## config.mk

```make
export PLATFORM = sky130hd
export DESIGN_NAME = mcfir_mac
export DESIGN_NICKNAME = d
export VERILOG_FILES = /design/src/rtl/core/mcfir_pkg.sv /design/src/rtl/core/mcfir_mac.sv
export SDC_FILE = /design/constraint.sdc
export NUM_CORES = 2
export LEC_CHECK = 0
export ABC_AREA = 0
export BUFFER_PORTS_ARGS = -buffer_cell sky130_fd_sc_hd__buf_4
export CORE_MARGIN = 5
export CORE_UTILIZATION = 50
export CTS_CLUSTER_SIZE = 40
export DETAILED_ROUTE_END_ITERATION = 16
export GPL_TIMING_DRIVEN = 0
export PLACE_DENSITY = 0.71
export REMOVE_ABC_BUFFERS = 1
export SETUP_SLACK_MARGIN = 0.05
export SLEW_MARGIN = 40
export SYNTH_ARGS = -nofsm -noshare
export SYNTH_HDL_FRONTEND = slang
export SYNTH_SLANG_ARGS = --single-unit
```

## constraint.sdc

```tcl
create_clock -name clk -period 9.8 [get_ports clk]
set_input_delay 1.47 -clock clk [delete_from_list [all_inputs] [get_ports clk]]
set_output_delay 1.47 -clock clk [all_outputs]
set_load 0.005 [all_outputs]
```

## src/rtl/core/mcfir_pkg.sv

```systemverilog
// Shared types and fixed field widths for the multichannel FIR filter.
package mcfir_pkg;

  // Fixed field widths of the item formats
  localparam int CHAN_W   = 3;
  localparam int CIDX_W   = 6;
  localparam int TAPCFG_W = 7;

  // Sequencer states, one-hot
  typedef enum logic [3:0] {
    ST_IDLE  = 4'b0001,
    ST_MAC   = 4'b0010,
    ST_DRAIN = 4'b0100,
    ST_EMIT  = 4'b1000
  } mcfir_state_t;

  // Control broadcast to every tap cell
  typedef struct packed {
    logic load;     // sample item taken: write delay line, load tap registers
    logic shift;    // rotate coefficient ring by one place
    logic coef_we;  // coefficient item taken
  } mcfir_cell_ctrl_t;

  // Control of the multiply-accumulate unit
  typedef struct packed {
    logic clear;    // start a new sum
    logic mul_en;   // a valid pair is at the multiplier inputs
  } mcfir_mac_ctrl_t;

endpackage

```

## src/rtl/core/mcfir_mac.sv

```systemverilog
// Multiply-accumulate unit with round-half-up and saturation to the sample format.
module mcfir_mac #(
  parameter int MAX_TAPS    = 64,
  parameter int SAMPLE_BITS = 24
) (
  input  logic                          clk,
  input  logic                          rst_n,
  input  mcfir_pkg::mcfir_mac_ctrl_t    ctrl,
  input  logic signed [SAMPLE_BITS-1:0] coef,
  input  logic signed [SAMPLE_BITS-1:0] x,
  output logic signed [SAMPLE_BITS-1:0] result
);
  import mcfir_pkg::*;

  localparam int FRAC  = SAMPLE_BITS - 1;
  localparam int PROD_W = 2 * SAMPLE_BITS;
  localparam int ACC_W = PROD_W + $clog2(MAX_TAPS+1);
  localparam int VW    = ACC_W + 1;
  localparam logic signed [VW-1:0] HALF =
    {{(VW-FRAC){1'b0}}, 1'b1, {(FRAC-1){1'b0}}};
  localparam logic signed [VW-1:0] QMAX =
    {{(VW-SAMPLE_BITS+1){1'b0}}, {(SAMPLE_BITS-1){1'b1}}};
  localparam logic signed [VW-1:0] QMIN =
    {{(VW-SAMPLE_BITS+1){1'b1}}, {(SAMPLE_BITS-1){1'b0}}};

  logic signed [PROD_W-1:0] prod_r;
  logic                     prod_v_r;
  logic signed [ACC_W-1:0]  acc_r;
  logic signed [VW-1:0]     rnd;
  logic signed [VW-1:0]     q;

  // product register
  always_ff @(posedge clk) begin
    if (!rst_n) begin
      prod_v_r <= 1'b0;
    end else begin
      prod_v_r <= ctrl.mul_en;
    end
  end

  always_ff @(posedge clk) begin
    if (ctrl.mul_en) begin
      prod_r <= coef * x;
    end
  end

  // accumulator, wide enough that a full sum never overflows
  always_ff @(posedge clk) begin
    if (ctrl.clear) begin
      acc_r <= '0;
    end else if (prod_v_r) begin
      acc_r <= acc_r + ACC_W'(prod_r);
    end
  end

  // round half up, then clamp to the sample range
  always_comb begin
    rnd = VW'(acc_r) + HALF;
    q   = rnd >>> FRAC;
    priority if (q > QMAX) begin
      result = QMAX[SAMPLE_BITS-1:0];
    end else if (q < QMIN) begin
      result = QMIN[SAMPLE_BITS-1:0];
    end else begin
      result = q[SAMPLE_BITS-1:0];
    end
  end

endmodule

```

==> run_results.csv <==
group,metric,value,unit
drt,vias,20370,
sta,max_slew_margin,50.16,%
final_layout,diodes,0,
clock_tree,numCtsBuffers,9,
hold_path,hp-class,"reg -> reg",
final_layout,syn2layout_area_growth,4.984,%
drt,via_per_inst,5.360,
floorplanning,coreArea,56060,um2
final_layout,drive_gt1_share,3.778,%
logic_synthesis,syn_inst,3070,
sta,fmax,114.0,MHz
logic_synthesis,synthesis.area,28170,um2
critical_path,critPathArrivalTime,8820,ps
clock_tree,cts_hold_buf,0,
floorplanning,dieWidth,247.4,um
floorplanning,start_util,50.25,%
critical_path,startpoint_type,"input pin",
outcome,status,"finished clean",
global_routing,grt_use_total,22.66,%
logic_synthesis,synth_edf_count,48,
drt,initialDrtViolationCount,1139,
floorplanning,io_pins,76,
drt,wire_per_inst,17.28,um
clock_tree,h-tree-depth,3,
sta,tightestPinTransition,747.4,ps
logic_synthesis,ys_ff_latch,104,
critical_path,cp_max_fo,18,
clock_tree,cts_root_buf,"clkbuf_16",
sta,setup_tns,0,ps
sta,setup_viol,0,
flow_run,cap_viol_max_count,0,
clock_tree,clk_latency,360,ps
global_routing,first_global_vias,22060,
final_layout,regArea,2566,um2
sta,hold_violations,0,
logic_synthesis,async_flop_share,0,%
placement,gp_congestion,0.8763,
placement,hpwl,52.56,mm
clock_tree,clk_path_buf_depth,2,
global_routing,grt_util_met2,38.65,%
placement,io_buffers,75,
clock_tree,cts.sinks,104,
final_layout,nets,3888,
floorplanning,chipHeight,247.4,um
global_routing,gr-usage-met3,3.209,%
final_layout,multi_input_area,22810,um2
global_routing,met1_usage,30.95,%
drt,dr.pass1.iters,5,
final_layout,nFillCells,5168,
clock_tree,ctsResizeCount,0,
logic_synthesis,yosys-top-cells-area,"fa_1, ha_1, inv_1",
critical_path,worstPathRequired,9850,ps
sta,rsz0062_at_grt,"false",
drt,ant_nets,0,
global_routing,grt.busiest_layer,"met2",
global_routing,grt_max_degree,61,
final_layout,final_common_cell,"inv_1",
sta,post-route-period-util,89.49,%
global_routing,antenna_found_initial,0,
floorplanning,row_count,87,
drt,wl,65.67,mm
critical_path,setup.worst_path.end_class,"flip-flop",
logic_synthesis,ys_seq_area_share,9.097,%
logic_synthesis,yosysWarningCount,0,
floorplanning,die-area,61190,um2
logic_synthesis,synth-main-ff-cell,"dfxtp_1",
logic_synthesis,synth_top_area_share,43.21,%
logic_synthesis,avgSynthCellArea,9.176,um2
global_routing,grt_pass1_wl,112.5,mm
logic_synthesis,synth_cell_type_count,71,
logic_synthesis,synth_top_cell_by_area,"fa_1",
final_layout,final_cell_mix,"inv_1, fa_1, nand2_1",
sta,fin_crit,8770,ps
critical_path,r2r_slack,6550,ps
critical_path,path_class,"in -> reg",
sta,maxSlewViolCount,0,
clock_tree,clkTransAtPathRegs,70,ps
clock_tree,tritoncts,"done",
drt,drc,0,
sta,fin_worst_skew,9.815,ps
global_routing,grt.overflow.total,0,
clock_tree,postCtsSetupBuffers,0,
-- path summary, 6_finish.rpt --
kind                   start          to  cells past startpoint
setup / recovery       x[23]  prod_r[47]                     23
hold / removal     acc_r[19]   acc_r[19]                      2
setup reg to reg  prod_r[23]   acc_r[50]                     11
hold reg to reg    acc_r[19]   acc_r[19]                      2
-- synthesized netlist by cell type, types with 20 or more instances --
library cell,n
nor2_1,115
nand3_1,27
nand2_1,364
nand2b_1,31
mux2i_1,38
edfxtp_1,48
o21ai_0,71
xnor2_1,75
clkbuf_1,107
a21o_1,53
and2_1,278
dfxtp_1,56
inv_1,626
fa_1,608
nand4_1,20
a21oi_1,104
ha_1,189
xor2_1,45
-- metal layers --
layer,vias to the layer above,part of all wire (%)
met3,114,5.5
met1,10380,44
li1,9359,-
met4,0,2.3
met2,513,48
met5,-,0
-- area by class of cell --
class	instances	share of cell area (%)
clock inverter	5	0.2792
clock buffer	11	0.7869
inverter	628	7.971
tap	756	3.199
sequential	104	8.677
multi-input combinational	2220	77.12
timing repair buffer	76	1.972
-- sequential cells by signal, summed over array words and instances (netlist names) --
register,count
prod_r,48
acc_r,55
prod_v_r,1
-- critical path, stage by stage --
cell,delay (ps)
buf_4,200
clkinv_1,610
nor2_1,320
fa_1,480
fa_1,560
fa_1,460
fa_1,520
fa_1,450
fa_1,500
inv_1,50
fa_1,540
inv_1,70
ha_1,360
inv_1,140
o21bai_1,90
a21o_1,200
a2111oi_0,390
a21oi_1,150
nor3_2,260
nor3_1,140
o41ai_4,440
mux2i_1,230
nand4_1,190
-- through the flow --
stage | instance area [um2] | setup slack, ps | hold slack [ps] | utilization (%) | std cells
3_5_place_dp | 29250 | 703.1 | 477.3 | 52.18 | 3784
3_3_place_gp | 29220 | 756.3 | 472.2 | 52.13 | 3783
6_report | 29570 | 1030 | 483.9 | 52.75 | 3800
2_1_floorplan | 27710 | 2002 | 454.1 | - | 2952
4_1_cts | 29570 | 1086 | 487.3 | 52.74 | 3800
5_1_grt | 29570 | 700.7 | 519.1 | 52.75 | 3800
-- cell families (layout without fill, tap and decap cells) --
kind of cell | after synthesis | count (layout) | synth area share [%]
xor gates and xnor gates | 120 | 120 | 3.731
adders and majority gates | 797 | 797 | 51.60
DFF | 104 | 104 | 9.097
muxes | 38 | 38 | 1.350
AOI/OAI and AO/OA | 339 | 339 | 7.760
buffers and inverters | 746 | 720 | 9.985
and+or+nand+nor | 926 | 926 | 16.47
Power is left out: the tool's default activity adds up to more than one toggle a clock period on the data nets, which glitch-free logic cannot reach.
