===== src/rtl/core/mcfir_pkg.sv =====
// Shared types and fixed field widths for the multichannel FIR filter.
package mcfir_pkg;

  // Fixed field widths of the item formats
  localparam int CHAN_W   = 3;
  localparam int CIDX_W   = 6;
  localparam int TAPCFG_W = 7;

  // Sequencer states, one-hot
  typedef enum logic [3:0] {
    ST_IDLE  = 4'b0001,
    ST_MAC   = 4'b0010,
    ST_DRAIN = 4'b0100,
    ST_EMIT  = 4'b1000
  } mcfir_state_t;

  // Control broadcast to every tap cell
  typedef struct packed {
    logic load;     // sample item taken: write delay line, load tap registers
    logic shift;    // rotate coefficient ring by one place
    logic coef_we;  // coefficient item taken
  } mcfir_cell_ctrl_t;

  // Control of the multiply-accumulate unit
  typedef struct packed {
    logic clear;    // start a new sum
    logic mul_en;   // a valid pair is at the multiplier inputs
  } mcfir_mac_ctrl_t;

endpackage


===== src/rtl/core/mcfir_cell.sv =====
// One tap cell: a coefficient ring stage and the delay-line column of every channel.
module mcfir_cell #(
  parameter int MAX_TAPS    = 64,
  parameter int CHANNELS    = 8,
  parameter int SAMPLE_BITS = 24,
  parameter int J           = 0
) (
  input  logic                                 clk,
  input  mcfir_pkg::mcfir_cell_ctrl_t          ctrl,
  input  logic [((MAX_TAPS > 1) ? $clog2(MAX_TAPS) : 1)-1:0] taps_m1,
  input  logic [((MAX_TAPS > 1) ? $clog2(MAX_TAPS) : 1)-1:0] wr_pos,
  input  logic [((MAX_TAPS > 1) ? $clog2(MAX_TAPS) : 1)-1:0] coef_idx,
  input  logic [$clog2(MAX_TAPS+1)-1:0]        fill,
  input  logic [((CHANNELS > 1) ? $clog2(CHANNELS) : 1)-1:0] ch_idx,
  input  logic signed [SAMPLE_BITS-1:0]        sample,
  input  logic signed [SAMPLE_BITS-1:0]        coef_wdata,
  input  logic signed [SAMPLE_BITS-1:0]        next_coef,
  input  logic signed [SAMPLE_BITS-1:0]        head_coef,
  output logic signed [SAMPLE_BITS-1:0]        coef_o,
  output logic signed [SAMPLE_BITS-1:0]        x_o
);
  import mcfir_pkg::*;

  localparam int POS_W = (MAX_TAPS > 1) ? $clog2(MAX_TAPS) : 1;
  localparam int TAP_W = $clog2(MAX_TAPS+1);

  logic signed [SAMPLE_BITS-1:0] mem [CHANNELS];
  logic signed [SAMPLE_BITS-1:0] coef_r;
  logic signed [SAMPLE_BITS-1:0] x_r;
  logic                          write_here;
  logic                          written;
  logic                          in_ring;
  logic                          ring_end;

  assign write_here = ctrl.load && (wr_pos == POS_W'(J));
  // entries at or past the channel's fill mark were never written and read as zero
  assign written    = (TAP_W'(J) < fill);
  assign in_ring    = (POS_W'(J) <= taps_m1);
  assign ring_end   = (POS_W'(J) == taps_m1);

  // delay-line column, registered read of the selected channel
  always_ff @(posedge clk) begin
    if (write_here) begin
      mem[ch_idx] <= sample;
    end
    if (ctrl.load) begin
      if (write_here) begin
        x_r <= sample;
      end else if (written) begin
        x_r <= mem[ch_idx];
      end else begin
        x_r <= '0;
      end
    end
  end

  // coefficient ring stage: last active cell wraps from the head
  always_ff @(posedge clk) begin
    if (ctrl.coef_we && (coef_idx == POS_W'(J))) begin
      coef_r <= coef_wdata;
    end else if (ctrl.shift && in_ring) begin
      coef_r <= ring_end ? head_coef : next_coef;
    end
  end

  assign coef_o = coef_r;
  assign x_o    = x_r;

endmodule


===== config.mk =====
export PLATFORM = sky130hd
export DESIGN_NAME = mcfir_cell
export DESIGN_NICKNAME = d
export VERILOG_FILES = /design/src/rtl/core/mcfir_pkg.sv /design/src/rtl/core/mcfir_cell.sv
export SDC_FILE = /design/constraint.sdc
export NUM_CORES = 1
export LEC_CHECK = 0
export BUFFER_PORTS_ARGS = -buffer_cell sky130_fd_sc_hd__clkbuf_2
export CAP_MARGIN = 30
export CORE_MARGIN = 3
export CORE_UTILIZATION = 55
export CTS_CLUSTER_SIZE = 12
export DETAILED_ROUTE_END_ITERATION = 8
export PLACE_DENSITY = 0.89
export SLEW_MARGIN = 20
export SYNTH_ARGS = -nofsm -noshare
export SYNTH_HDL_FRONTEND = slang
export SYNTH_SLANG_ARGS = --single-unit

===== constraint.sdc =====
create_clock -name clk -period 4.3 [get_ports clk]
set_clock_uncertainty 0.15 [all_clocks]
set_input_delay 0 -clock clk [delete_from_list [all_inputs] [get_ports clk]]
set_output_delay 0 -clock clk [all_outputs]
set_load 0.03 [all_outputs]

==> metrics <==
Iter 0 DRT Violations 472; register area share after synthesis 0.755; fin. max-slew vios 0; cell count after synthesis about 470; share of layout cells above drive strength 1 0.405; commonest register cell after synthesis edfxtp_1; Slew @ Worst Pin 0.875 ns; Power, Total 4.94 mW; Total GRT Usage 0.242; Starting Density 0.569; Synth area leader edfxtp_1; NetSw 1.07 mW; CTS tree done; PD cells just over 400 mW/mm^2; async set-or-reset flop fraction in the synthesized netlist 0; Hold Path Cell Cnt 4; FILL cells 924; Synth top area share 0.755; drt first pass iters 6; Switching Share 0.217; dpl ws 1.10 ns; worst hold path type input port to register; vias in the first global route 6235; Critical Path AT just under 4 ns; die footprint 0.0190 sq mm; global placement routability congestion 0.812; fmax 261 MHz; Slew headroom 0.416; HP Start wr_pos[0]; Worst Path Required 4.35 ns; startpoint types input port; Critical Path End Type register; via/cell ratio 5.89; Comb power frac 0.086; Pleak ~4.6 nW; R2R Path Start mem[7][21]; setup TNS 0 ns; n_diodes 0; Final Hold Fails 0; maximum vdd drop roughly 0.00034 V; clock tree buffer depth 3; Reg2Reg Capture Point x_o[21]; worst r2r path cells 3; top post-synthesis cells by area edfxtp_1 (76%), mux4_2 (11%), mux2_2 (2.8%), mux2i_1 (2.5%), a22o_1 (2.2%); unrepaired setup endpoints after global routing false; CTS Root Cell clkbuf_16; Worst-path clk slew 0.06 ns; internal cell power 3.87 mW; Clk pwr share 0.381; CP Class input port to register; core area 0.0168 sq mm; PnR worst setup slack 0.465 ns; Avg Cell Area, Syn 20.4 sq um; Post-Syn Nets a little under 600; GR Overflow Total 0; final HPWL from detailed placement 13100 microns; Tcrit/Tclk final 0.892; Netlist cell types 29; Worst Hold Path EP mem[7][1]; CTS H-Tree Depth 1; count leader, synth edfxtp_1; crit path launch ctrl[2]; Netlist Area Pre-Place 0.00954 sq mm; Clock Latency Late Sink ~0.53 ns; first-pass GRT wire length 34400 microns; clk sinks 240; Yosys reg bits 240; DRT Wirelength 22500 microns; antenna violations before repair 0; EDFF count, synth 240; Max Cap Viol 0; flop-to-flop setup slack 2.52 ns; fin crit period 3.83 ns; IO Pins 176; Final ANT Viol Nets 0; input/output buffers between 150 and 200; synth cell count leaders edfxtp_1 (240), mux4_2 (46), nor2_1 (29), a21oi_1 (25); Std-Cell Rows 47; Die X 138 microns; Flop pwr share 0.533; worst-path fanout max 25; DIE HEIGHT 138 microns; status finished clean; Post-layout nets between 800 and 900; final setup violation count 0; Syn. warnings 0; DR vias 5692; DRC 0; Area Growth Syn to Fin 27.8%; average wire per standard cell 23.3 microns; largest net degree at the start of global routing 59; CTS Buf Count 25
==> stage by stage <==
step / util / hold slack, ns / instances / area (sq um)
floorplan: - / -0.0511 / 468 / 9540
global placement: 0.638 / 0.150 / 850 / 10700
detailed placement: 0.639 / 0.169 / 852 / 10700
CTS: 0.726 / 0.0249 / 965 / 12200
global route: 0.728 / 0.0745 / 966 / 12200
finish: 0.728 / 0.0482 / 966 / 12200
==> power groups by stage <==
stage / Sequential (mW) / Clock, mW / Combinational (mW)
floorplan: 2.75 / 0 / 0.132
global placement: 2.68 / 0 / 0.342
detailed placement: 2.68 / 0 / 0.359
CTS: 2.63 / 1.91 / 0.415
global route: 2.64 / 2.01 / 0.453
finish: 2.63 / 1.88 / 0.424
==> flip-flops by register name, summed over array words and instances, names as in the netlist <==
signal,count
x_o,24
coef_o,24
mem,192
==> layout by cell type, fill, tap and decap left out, drive strengths merged <==
cell	Yosys	final
a221oi	1	1
nor2	29	29
nand3	1	1
nand2	5	5
o21ai	1	1
nor4	3	3
o311a	1	1
nor4b	1	1
or4b	1	1
buf	16	19
a22o	24	24
nor3b	2	2
clkinv	0	9
and4b	3	3
mux2i	24	24
inv	2	3
mux2	24	24
nor3	4	4
nor2b	1	1
a21oi	25	25
a311oi	1	1
nand2b	1	1
dlygate4sd3	0	76
edfxtp	240	240
clkbuf	12	201
mux4	46	46
==> repair_timing <==
action,in CTS,in global routing
endpoints found under the hold margin,286,0
hold buffers,76,0
endpoints found under the setup margin,0,0
buffers inserted,0,0
resized for setup,0,0
==> logic make-up (layout without fill, tap and decap cells) <==
kind of cell | Yosys count | after routing | share of synthesized area
flops | 240 | 240 | 0.755
mux | 94 | 94 | 0.162
simple gates | 51 | 51 | 0.0266
compound gates | 53 | 53 | 0.0386
buf+inv | 30 | 308 | 0.0174
==> worst max-delay path, cell delays in order <==
cell           delay [ns]
dlygate4sd3_1        0.52
clkbuf_2             0.10
buf_4                0.34
or4b_1               0.52
nor4_4               0.32
dlygate4sd3_1        0.89
nand2_1              0.19
nor2_2               0.61
buf_4                0.37
==> worst max-delay path by stage <==
stage	end
after global routing	mem[0][16]
final	mem[0][15]
after CTS	mem[0][19]
after detailed placement	mem[7][12]
after floorplan	mem[5][0]
after global placement	mem[7][10]
==> final cells by class <==
type,instances,area [sq um],share of cell area
tap,220,275,0.0226
clock inverter,10,58.8,0.00482
multi-input combinational,198,2210,0.181
inverter,2,7.51,0.000616
sequential,240,7210,0.591
timing repair buffer,269,1810,0.148
clock buffer,27,633,0.0519
==> routing by layer <==
metal / routed length (microns) / share of wire / track usage / vias up
met5: 0 / 0 / 0 / -
met4: 501 / 0.022 / 0.0692 / 0
met3: 2060 / 0.092 / 0.0577 / 43
met2: 11500 / 0.51 / 0.421 / 346
met1: 8380 / 0.37 / 0.307 / 2837
li1: - / - / - / 2466
No activity file was read; power rests on OpenSTA's default activity.
